==> config.mk <==
export PLATFORM = sky130hd
export DESIGN_NAME = tds_div
export DESIGN_NICKNAME = d
export VERILOG_FILES = /design/src/rtl/core/tds_pkg.sv /design/src/rtl/core/tds_div.sv
export SDC_FILE = /design/constraint.sdc
export NUM_CORES = 1
export LEC_CHECK = 0
export ABC_CLOCK_PERIOD_IN_PS = 6500
export BUFFER_PORTS_ARGS = -buffer_cell sky130_fd_sc_hd__buf_2
export CORE_UTILIZATION = 34
export CTS_CLUSTER_SIZE = 24
export DETAILED_ROUTE_END_ITERATION = 6
export GPL_ROUTABILITY_DRIVEN = 0
export GPL_TIMING_DRIVEN = 1
export PLACE_DENSITY = 0.51
export SLEW_MARGIN = 20
export SYNTH_ARGS = -nofsm -noshare
export SYNTH_HDL_FRONTEND = slang
export SYNTH_SLANG_ARGS = --single-unit
==> constraint.sdc <==
create_clock -name i_clk -period 6.5 [get_ports i_clk]
set_clock_uncertainty 0.1 [all_clocks]
set_input_delay 1.3 -clock i_clk [delete_from_list [all_inputs] [get_ports i_clk]]
set_output_delay 1.3 -clock i_clk [all_outputs]
set_load 0.05 [all_outputs]
==> src/rtl/core/tds_pkg.sv <==
// shared types, constants and helpers for the tridiagonal solver
package tds_pkg;

    localparam int MAX_ROWS  = 64;
    localparam int FRAC_BITS = 16;
    localparam int Q_W       = 32;
    localparam int IDX_W     = $clog2(MAX_ROWS);
    localparam int PROD_W    = 2 * Q_W;
    localparam int DIFF_W    = PROD_W + 1;
    localparam int NUM_W     = Q_W + FRAC_BITS;

    localparam logic signed [Q_W-1:0] Q_MAX = {1'b0, {(Q_W-1){1'b1}}};
    localparam logic signed [Q_W-1:0] Q_MIN = {1'b1, {(Q_W-1){1'b0}}};

    typedef enum logic [3:0] {
        S_IDLE,
        S_F_RD,
        S_F_DIV,
        S_F_DIVW,
        S_F_MUL1,
        S_F_SUB1,
        S_F_MUL2,
        S_F_SUB2,
        S_F_END,
        S_B_RD,
        S_B_SEL,
        S_B_SUB,
        S_B_DIV,
        S_B_DIVW,
        S_B_OUT
    } t_state;

    typedef struct packed {
        logic                    ovf;
        logic signed [Q_W-1:0]   val;
    } t_sat;

    typedef struct packed {
        logic                    start;
        logic signed [Q_W-1:0]   num;
        logic signed [Q_W-1:0]   den;
    } t_div_req;

    typedef struct packed {
        logic                    done;
        logic                    err;
        logic signed [Q_W-1:0]   quo;
    } t_div_rsp;

    // x - (p >>> FRAC_BITS), saturated to the word
    function automatic t_sat sat_sub(input logic signed [Q_W-1:0] x,
                                     input logic signed [PROD_W-1:0] p);
        logic signed [DIFF_W-1:0] d;
        t_sat                     r;
        d = DIFF_W'(x) - DIFF_W'(p >>> FRAC_BITS);
        if (d > DIFF_W'(Q_MAX)) begin
            r.ovf = 1'b1;
            r.val = Q_MAX;
        end else if (d < DIFF_W'(Q_MIN)) begin
            r.ovf = 1'b1;
            r.val = Q_MIN;
        end else begin
            r.ovf = 1'b0;
            r.val = d[Q_W-1:0];
        end
        return r;
    endfunction

endpackage

==> src/rtl/core/tds_div.sv <==
// iterative restoring fixed-point divider, one quotient bit per cycle
module tds_div (
    input  logic              i_clk,
    input  logic              i_rst_n,
    input  tds_pkg::t_div_req i_req,
    output tds_pkg::t_div_rsp o_rsp
);
    import tds_pkg::*;

    localparam int CNT_W = $clog2(NUM_W + 1);

    logic               r_busy;
    logic [CNT_W-1:0]   r_cnt;
    logic [Q_W:0]       r_rem;
    logic [NUM_W-1:0]   r_quo;
    logic [Q_W-1:0]     r_den;
    logic               r_neg;
    logic               r_done;
    logic               r_err;
    logic [Q_W-1:0]     r_res;

    logic [Q_W:0]       rem_sh;
    logic               fit;
    logic [Q_W-1:0]     num_mag;
    logic [Q_W-1:0]     den_mag;
    logic [NUM_W-1:0]   mag;
    logic [Q_W-1:0]     n_res;
    logic               n_err;

    assign num_mag = i_req.num[Q_W-1] ? Q_W'(-i_req.num) : Q_W'(i_req.num);
    assign den_mag = i_req.den[Q_W-1] ? Q_W'(-i_req.den) : Q_W'(i_req.den);
    assign rem_sh  = {r_rem[Q_W-1:0], r_quo[NUM_W-1]};
    assign fit     = rem_sh >= {1'b0, r_den};
    assign mag     = {r_quo[NUM_W-2:0], fit};

    always_comb begin
        n_err = 1'b0;
        if (r_neg) begin
            if (mag > NUM_W'({1'b1, {(Q_W-1){1'b0}}})) begin
                n_res = Q_MIN;
                n_err = 1'b1;
            end else begin
                n_res = Q_W'(-mag);
            end
        end else begin
            if (mag > NUM_W'(Q_MAX)) begin
                n_res = Q_MAX;
                n_err = 1'b1;
            end else begin
                n_res = mag[Q_W-1:0];
            end
        end
    end

    always_ff @(posedge i_clk) begin
        if (!i_rst_n) begin
            r_busy <= 1'b0;
            r_done <= 1'b0;
            r_cnt  <= '0;
        end else begin
            r_done <= 1'b0;
            if (i_req.start) begin
                if (i_req.den == '0) begin
                    r_done <= 1'b1;
                    r_err  <= 1'b1;
                    if (i_req.num == '0) begin
                        r_res <= '0;
                    end else if (i_req.num[Q_W-1]) begin
                        r_res <= Q_MIN;
                    end else begin
                        r_res <= Q_MAX;
                    end
                end else begin
                    r_busy <= 1'b1;
                    r_cnt  <= CNT_W'(NUM_W);
                    r_rem  <= '0;
                    r_quo  <= {num_mag, {FRAC_BITS{1'b0}}};
                    r_den  <= den_mag;
                    r_neg  <= i_req.num[Q_W-1] ^ i_req.den[Q_W-1];
                end
            end else if (r_busy) begin
                r_rem <= fit ? (rem_sh - {1'b0, r_den}) : rem_sh;
                r_quo <= mag;
                r_cnt <= r_cnt - 1'b1;
                if (r_cnt == CNT_W'(1)) begin
                    r_busy <= 1'b0;
                    r_done <= 1'b1;
                    r_err  <= n_err;
                    r_res  <= n_res;
                end
            end
        end
    end

    assign o_rsp.done = r_done;
    assign o_rsp.err  = r_err;
    assign o_rsp.quo  = r_res;

endmodule

==> tab_implementation.tex, run 1 <==
\begin{tabular}{lr}
\hline
Metric & Value \\
\hline
\multicolumn{2}{l}{\textbf{CTS}} \\
\quad Number of levels in the clock H-tree & 4 \\
\quad Skew-Pair Late Insertion Delay & roughly 430 ps \\
\quad Clk sink count & approximately 150 \\
\quad Clock tree root driver cell & clkbuf\_16 \\
\quad Post\_cts resized & 0 \\
\quad TritonCTS buffer count & 17 \\
\quad Maximum root-to-sink buffer count & 2 \\
\quad Clock slew seen by the registers of the worst setup and hold paths & approximately 70 ps \\
\quad CTS tree & yes \\
\quad Setup repair bufs after CTS & 0 \\
\quad Quantity of hold-fixing buffers added after cts & 0 \\
\multicolumn{2}{l}{\textbf{Synthesis}} \\
\quad Proportion of register bits with asynchronous set or reset after synthesis & 0\% \\
\quad Cell types with the largest area share after synthesis & edfxtp\_1 (44\%), a21oi\_1 (4.9\%), ha\_1 (4.7\%) \\
\quad Library cell with the largest summed area after synthesis & edfxtp\_1 \\
\quad Synthesized instance count & 1040 \\
\quad Area share of the largest cell type after synthesis & 44.21\% \\
\quad Yosys Warn Count & 0 \\
\quad Register area share after synthesis & between 40\% and 50\% \\
\quad Number of enable flip-flop cells after synthesis & $\sim$150 \\
\quad Syn nets & 1145 \\
\quad Top cells by instance count after synthesis & edfxtp\_1 (146), nor2\_1 (114), a21oi\_1 (98) \\
\quad Most instantiated library cell after synthesis & edfxtp\_1 \\
\quad Flip-flop and latch count after synthesis & 154 \\
\quad Leading register cell type out of synthesis & edfxtp\_1 \\
\quad Unique cell type count in the Yosys netlist & a little under 70 \\
\quad Post-Syn Area & a little under 10000 µm² \\
\quad Post-synthesis area per instance & $\sim$9.5 µm² \\
\multicolumn{2}{l}{\textbf{Worst setup path}} \\
\quad CP bufs+invs & 2 \\
\quad Required time at the endpoint of the critical path & $\sim$6600 ps \\
\quad Data arrival, critical path & $\sim$5700 ps \\
\quad Cell with the most instances on the worst path & nand2\_1 \\
\quad Worst setup startpoint & r\_rem[19]\$\_SDFFCE\_PP0P\_ \\
\quad Worst setup EP type & flip-flop \\
\quad Standard cell with the maximum stage delay on the critical path & nand3\_1 \\
\quad Highest net fanout along the worst path & 22 \\
\quad Category of the most critical setup path & reg -> reg \\
\quad Series of cell instances along the critical path & ha\_1 > a21oi\_1 > o21ai\_0 > a221oi\_1 > nand2\_1 > a21oi\_1 > nand2\_1 > inv\_1 > buf\_4 > ha\_1 > nand2\_1 > or4\_4 > or2\_1 > o31ai\_4 > nand3\_1 > nor4b\_2 > o21ai\_0 > o311ai\_0 \\
\quad Critical path launch point type & flip-flop \\
\quad Top cell family by delay on the critical path & simple AND/OR/NAND/NOR gates \\
\quad Worst stage delay on the critical path & 610 ps \\
\quad Crit Reg-Reg Startpoint & r\_rem[19]\$\_SDFFCE\_PP0P\_ \\
\multicolumn{2}{l}{\textbf{Layout}} \\
\quad Count of antenna diodes in the layout & 0 \\
\quad Layout Cells excl Fill & 1520 \\
\quad Fill cells & a little under 3000 \\
\quad Area overhead of the layout relative to synthesis & 14.71\% \\
\quad Fraction of layout instances using a drive strength above 1 & between 10\% and 20\% \\
\quad Number of nets at the end of the flow & 1228 \\
\multicolumn{2}{l}{\textbf{Run}} \\
\quad Max-Cap Viols & 0 \\
\multicolumn{2}{l}{\textbf{Place}} \\
\quad Dpl ws & slightly above 1000 ps \\
\quad Placed cells & 1488 \\
\quad Number of port buffers & 100 \\
\quad Half-perimeter wire length after detailed placement & approximately 17000 µm \\
\multicolumn{2}{l}{\textbf{Floorplanning}} \\
\quad Initial cell density of the core & roughly a third \\
\quad Width of the chip & 172.8 µm \\
\quad I/O pins & just over 100 \\
\quad Cell Rows & 62 \\
\quad Vert. Die Dim & about 170 µm \\
\quad Die area & about 30000 µm² \\
\quad Core Footprint & 28700 µm² \\
\multicolumn{2}{l}{\textbf{Routing}} \\
\quad Wirelength per Cell & around 16 µm \\
\quad Total via count after detailed routing & roughly 8100 \\
\quad ANT nets after route & 0 \\
\quad Total routed wirelength & 24800 µm \\
\quad Pre-antenna DRT Iters & 5 \\
\quad Remaining DRCs & 0 \\
\quad Initial detailed-routing violation count & just over 600 \\
\quad Detailed-route vias per instance & between 5 and 6 \\
\multicolumn{2}{l}{\textbf{Timing}} \\
\quad Final critical-path setup slack & about 970 ps \\
\quad Fin. Hold Viols & 0 \\
\quad Setup violation total in the final timing report & 0 \\
\quad Max Freq & 180.7 MHz \\
\quad Worst relative slew slack & approximately 36\% \\
\quad Least-Margin Pin Slew & approximately 960 ps \\
\quad Sum of negative setup slack & 0 ps \\
\quad Final critical-path share of the clock period & 85.14\% \\
\quad RSZ-0062 raised after global routing & no \\
\quad Clock period minus worst slack & roughly 5500 ps \\
\quad Number of max-slew violations in the final report & 0 \\
\multicolumn{2}{l}{\textbf{Hold path}} \\
\quad Worst Min Path Start & r\_cnt[1]\$\_SDFFE\_PN0P\_ \\
\quad Min-Delay Path Class & reg -> reg \\
\multicolumn{2}{l}{\textbf{Power and ir drop}} \\
\quad Power density cells & 249.0 nW/µm² \\
\quad Worst ir drop on vdd & 156.2 µV \\
\quad Static leakage power & 4.179 nW \\
\multicolumn{2}{l}{\textbf{GRT}} \\
\quad Total global routing overflow & 0 \\
\quad Overall fraction of global-route tracks in use & $\sim$17\% \\
\quad Number of antenna violations at the first check in global routing & 0 \\
\quad First-pass GRT wire length & 40040 µm \\
\quad Via count of the first global-routing pass & 7447 \\
\quad Maximum number of pins on one net before global-route repair & 81 \\
\multicolumn{2}{l}{\textbf{Status}} \\
\quad Result of the run & complete, no violations \\
\hline
\end{tabular}
## where the power goes
part           switching [mW]  internal, mW  total [mW]
Sequential             0.0441          1.18        1.22
Clock                   0.434         0.534       0.968
Combinational           0.388         0.253       0.641
Total                   0.866          1.97        2.83
## kinds of logic (layout without fill, tap and decap cells)
logic type,after synthesis,after routing,share of synthesized area (%)
adder cells (fa/ha/maj),38,38,4.870
flip-flops,154,154,45.82
XOR/XNOR,88,88,7.772
AO/OA/AOI/OAI,278,278,17.61
multiplexers,19,19,1.956
AND/OR/NAND/NOR,358,358,17.81
buffers and inverters,105,201,4.151
## sequential cells by signal, summed over array words and instances (netlist names)
register,cells
r_quo,48
r_res,32
r_neg,1
r_err,1
r_done,1
r_rem,32
r_den,32
r_cnt,6
r_busy,1
## worst reg2reg max path, cell delays in order (launching register included)
cell and delay (ps):
edfxtp_1 390, ha_1 380, a21oi_1 290, o21ai_0 200, a221oi_1 320, nand2_1 90, a21oi_1 190, nand2_1 90
inv_1 70, buf_4 290, ha_1 270, nand2_1 190, or4_4 550, or2_1 340, o31ai_4 250, nand3_1 610
nor4b_2 440, o21ai_0 120, o311ai_0 130
## metrics by stage
stage | utilization (%) | total power, mW | area [µm²] | hold WS [ps]
6_report | 39.63 | 2.833 | 11380 | 451.1
5_1_grt | 39.63 | 2.984 | 11380 | 489.2
4_1_cts | 39.62 | 2.855 | 11370 | 455.5
3_5_place_dp | 37.65 | 1.883 | 10810 | 443.6
3_3_place_gp | 37.65 | 1.882 | 10810 | 430.9
2_1_floorplan | - | 1.708 | 9917 | 400.6
## path summary, 6_finish.rpt
| check | to | slack (ps) | cells after the start |
|---|---|---|---|
| worst max-delay path | r_res[7]$_DFFE_PP_ | 970 | 18 |
| worst max register to register | r_res[7]$_DFFE_PP_ | 970 | 18 |
| worst min-delay path | r_cnt[1]$_SDFFE_PN0P_ | 450 | 2 |
| worst min register to register | r_cnt[1]$_SDFFE_PN0P_ | 450 | 2 |
## cell type report
type                       instances  area (µm²)  share of cell area, %
clock inverter                    15       140.1                  1.232
clock buffer                      17       425.4                  3.740
sequential                       154        4544                  39.95
tap                              384       480.5                  4.223
multi-input combinational        781        4982                  43.80
timing repair buffer             110       581.8                  5.114
inverter                          59       221.5                  1.947
## layer usage
| layer | vias up | part of all wire (%) | GRT usage, % |
|---|---|---|---|
| met3 | 18 | 4.1 | 2.990 |
| met4 | 0 | 0.98 | 4.204 |
| li1 | 4020 | - | - |
| met1 | 3834 | 50 | 24.08 |
| met5 | - | 0 | 0 |
| met2 | 185 | 45 | 26.04 |
## layout by cell type, fill, tap and decap left out, types with 5 or more instances in the layout
master	synthesis	final
o311ai_0	5	5
clkbuf_16	0	17
nand2_1	86	86
or4_4	5	5
o21ai_0	68	68
inv_6	0	5
mux2i_1	16	16
inv_1	58	58
nand2b_1	6	6
a31oi_1	7	7
o41ai_1	8	8
buf_4	3	10
or2_2	6	6
ha_1	37	37
or3_1	13	13
nor3_1	26	26
edfxtp_1	146	146
xnor2_1	49	49
o311ai_1	6	6
o211ai_1	7	7
clkinvlp_4	0	5
a22o_1	6	6
nand4_1	6	6
dfxtp_1	8	8
buf_2	5	99
o31ai_1	25	25
nor2b_1	20	20
nor2_1	114	112
a21oi_1	98	97
o21a_1	5	5
or4_1	15	15
a211oi_1	6	6
nand3_1	24	24
xor2_1	39	39
nor4_1	19	19
(Power assumes the default switching activity.)
==> inputs of run 2 (changes only) <==
CAP_MARGIN = 30   (was unset)
CTS_BUF_LIST = sky130_fd_sc_hd__clkbuf_4 sky130_fd_sc_hd__clkbuf_8   (was unset)
REMOVE_ABC_BUFFERS = 1   (was unset)
==> tab_implementation.tex, run 2 (synthesis results as in run 1) <==
\begin{tabular}{lr}
\hline
Metric & Value \\
\hline
\multicolumn{2}{l}{\textbf{Worst setup path}} \\
\quad Critical path launch point type & flip-flop \\
\quad Crit Reg-Reg Startpoint & r\_rem[19]\$\_SDFFCE\_PP0P\_ \\
\quad Highest net fanout along the worst path & 20 (-9.1\%) \\
\quad Worst setup startpoint & r\_rem[19]\$\_SDFFCE\_PP0P\_ \\
\quad Required time at the endpoint of the critical path & 6650 ps (+30 ps) \\
\quad Capture point of the worst path & r\_res[7]\$\_DFFE\_PP\_ \\
\quad Data arrival, critical path & 5460 ps (-200 ps) \\
\quad Category of the most critical setup path & reg -> reg \\
\quad Crit Reg-Reg Endpoint & r\_res[7]\$\_DFFE\_PP\_ \\
\quad Worst setup EP type & flip-flop \\
\quad Worst reg-to-reg setup slack & 1190 ps (+230 ps) \\
\quad FF-to-FF path depth & 17 (-1) \\
\multicolumn{2}{l}{\textbf{Layout}} \\
\quad Most common library cell in the layout ignoring fill and taps & edfxtp\_1 \\
\quad Number of flip-flops under the largest register name & 48 (unchanged) \\
\quad Fraction of layout instances using a drive strength above 1 & 15.03\% (+0.15 points) \\
\quad Final core utilization & 39.22\% (-0.42 points) \\
\quad Commonest cells after routing, fill and taps aside & edfxtp\_1 (146), nor2\_1 (112), buf\_2 (99) \\
\quad Count of antenna diodes in the layout & 0 (unchanged) \\
\quad Top reg by flops & r\_quo \\
\quad Fill cells & 2936 (+1.8\%) \\
\quad Number of nets at the end of the flow & 1230 (+0.16\%) \\
\quad Area overhead of the layout relative to synthesis & 13.50\% \\
\multicolumn{2}{l}{\textbf{GRT}} \\
\quad Via count of the first global-routing pass & 7825 (+5.1\%) \\
\quad First-pass GRT wire length & 41670 µm (+4.1\%) \\
\quad Overall fraction of global-route tracks in use & 17.35\% (+0.57 points) \\
\quad Number of antenna violations at the first check in global routing & 0 (unchanged) \\
\quad Busiest layer in global routing & met2 \\
\quad GR Layer Usage met1 & 24.81\% (+0.74 points) \\
\quad Maximum number of pins on one net before global-route repair & 63 (-22\%) \\
\quad Met2 Usage GRT & 27.12\% (+1.1 points) \\
\quad Total global routing overflow & 0 (unchanged) \\
\quad GR met3 Demand/Resource & 2.726\% (-0.26 points) \\
\multicolumn{2}{l}{\textbf{Timing}} \\
\quad Max Freq & 188.4 MHz (+4.3\%) \\
\quad Final critical-path share of the clock period & 81.65\% (-3.5 points) \\
\quad Number of max-slew violations in the final report & 0 (unchanged) \\
\quad Worst relative slew slack & 35.26\% (-0.43 points) \\
\quad Fin. Hold Viols & 0 (unchanged) \\
\quad Least-Margin Pin Slew & 967.6 ps (+6.462 ps) \\
\quad Final critical-path setup slack & 1192 ps (+226.6 ps) \\
\quad Clock period minus worst slack & 5308 ps (-226.6 ps) \\
\quad Sum of negative setup slack & 0 ps (unchanged) \\
\quad Setup violation total in the final timing report & 0 (unchanged) \\
\quad RSZ-0062 raised after global routing & no \\
\multicolumn{2}{l}{\textbf{CTS}} \\
\quad Post\_cts resized & 0 (unchanged) \\
\quad Number of levels in the clock H-tree & 4 (unchanged) \\
\quad CTS tree & yes \\
\quad TritonCTS buffer count & 17 (unchanged) \\
\quad Quantity of hold-fixing buffers added after cts & 0 (unchanged) \\
\quad Clk sink count & 154 (unchanged) \\
\quad Skew-Pair Late Insertion Delay & 470 ps (+40 ps) \\
\quad Clock slew seen by the registers of the worst setup and hold paths & 90 ps (+20 ps) \\
\quad Setup repair bufs after CTS & 0 (unchanged) \\
\quad Clock tree root driver cell & clkbuf\_8 \\
\quad Maximum root-to-sink buffer count & 2 (unchanged) \\
\multicolumn{2}{l}{\textbf{Power and ir drop}} \\
\quad Worst ir drop on vdd & 101.9 µV (-35\%) \\
\quad Static leakage power & 4.135 nW (-1.1\%) \\
\quad Power density cells & 235.8 nW/µm² (-5.3\%) \\
\multicolumn{2}{l}{\textbf{Floorplanning}} \\
\quad Initial cell density of the core & 34.55\% (unchanged) \\
\quad Width of the chip & 172.8 µm (unchanged) \\
\quad Cell Rows & 62 (unchanged) \\
\quad Vert. Die Dim & 172.8 µm (unchanged) \\
\quad I/O pins & 101 (unchanged) \\
\quad Die area & 29850 µm² (unchanged) \\
\quad Core Footprint & 28700 µm² (unchanged) \\
\multicolumn{2}{l}{\textbf{Routing}} \\
\quad ANT nets after route & 0 (unchanged) \\
\quad Wirelength per Cell & 16.61 µm (+1.8\%) \\
\quad Detailed-route vias per instance & 5.264 (-0.69\%) \\
\quad Pre-antenna DRT Iters & 5 (unchanged) \\
\quad Total via count after detailed routing & 8012 (-0.56\%) \\
\quad Initial detailed-routing violation count & 605 (-1.9\%) \\
\quad Remaining DRCs & 0 (unchanged) \\
\quad Total routed wirelength & 25290 µm (+2.0\%) \\
\multicolumn{2}{l}{\textbf{Place}} \\
\quad Number of port buffers & 100 (unchanged) \\
\quad Dpl ws & 1240 ps (+223.4 ps) \\
\quad Half-perimeter wire length after detailed placement & 17940 µm (+2.7\%) \\
\multicolumn{2}{l}{\textbf{Hold path}} \\
\quad Min-Delay Path Class & reg -> reg \\
\multicolumn{2}{l}{\textbf{Run}} \\
\quad Max-Cap Viols & 0 (unchanged) \\
\multicolumn{2}{l}{\textbf{Status}} \\
\quad Result of the run & complete, no violations \\
\hline
\end{tabular}
## run 2: layout make-up
type	count	area, µm²	share of cell area (%)
timing repair buffer	112	613.1	5.447
clock inverter	13	165.2	1.467
tap	384	480.5	4.269
sequential	154	4544	40.37
multi-input combinational	781	4982	44.26
inverter	59	221.5	1.968
clock buffer	19	249.0	2.212
## run 2: worst min path at each step
stage,start,to,slack (ps),cells past startpoint
6_report,r_cnt[4]$_SDFFE_PN0P_,r_cnt[4]$_SDFFE_PN0P_,460,2
5_1_grt,r_cnt[3]$_SDFFE_PN0P_,r_cnt[3]$_SDFFE_PN0P_,500,2
3_3_place_gp,r_cnt[3]$_SDFFE_PN0P_,r_cnt[3]$_SDFFE_PN0P_,440,2
3_5_place_dp,r_cnt[3]$_SDFFE_PN0P_,r_cnt[3]$_SDFFE_PN0P_,450,2
4_1_cts,r_cnt[1]$_SDFFE_PN0P_,r_cnt[1]$_SDFFE_PN0P_,460,2
2_1_floorplan,r_cnt[3]$_SDFFE_PN0P_,r_cnt[3]$_SDFFE_PN0P_,400,2
## run 2: per-layer routing
metal	vias up	share of wire (%)
li1	4016	-
met1	3799	50
met2	180	46
met3	17	3.5
met4	0	1.0
met5	-	0
## run 2: power by group
part           switching, mW  internal, mW
combinational          0.389         0.257
clock                  0.391         0.391
sequential            0.0478          1.18
total                  0.827          1.83
## run 2: per-stage QoR
step / cells / cell area, µm² / total power [mW] / hold slack [ps]
2_1_floorplan: 994 / 9727 / 1.689 / 400.6
3_3_place_gp: 1489 / 10810 / 1.888 / 437.7
3_5_place_dp: 1489 / 10810 / 1.890 / 447.9
4_1_cts: 1521 / 11230 / 2.677 / 462.4
5_1_grt: 1522 / 11260 / 2.796 / 499.4
6_report: 1522 / 11260 / 2.654 / 461.1
## run 2: worst max-delay path, cell delays in order (launching register included)
cell and delay (ps):
edfxtp_1 410, ha_1 400, a21oi_1 320, o21ai_0 190
a221oi_1 320, nand2_1 90, a21oi_1 180, nand2_1 120
inv_1 100, ha_1 190, nand2_1 180, or4_4 560
or2_1 350, o31ai_4 250, nand3_1 640, nor4b_2 420
o21ai_0 110, o311ai_0 150
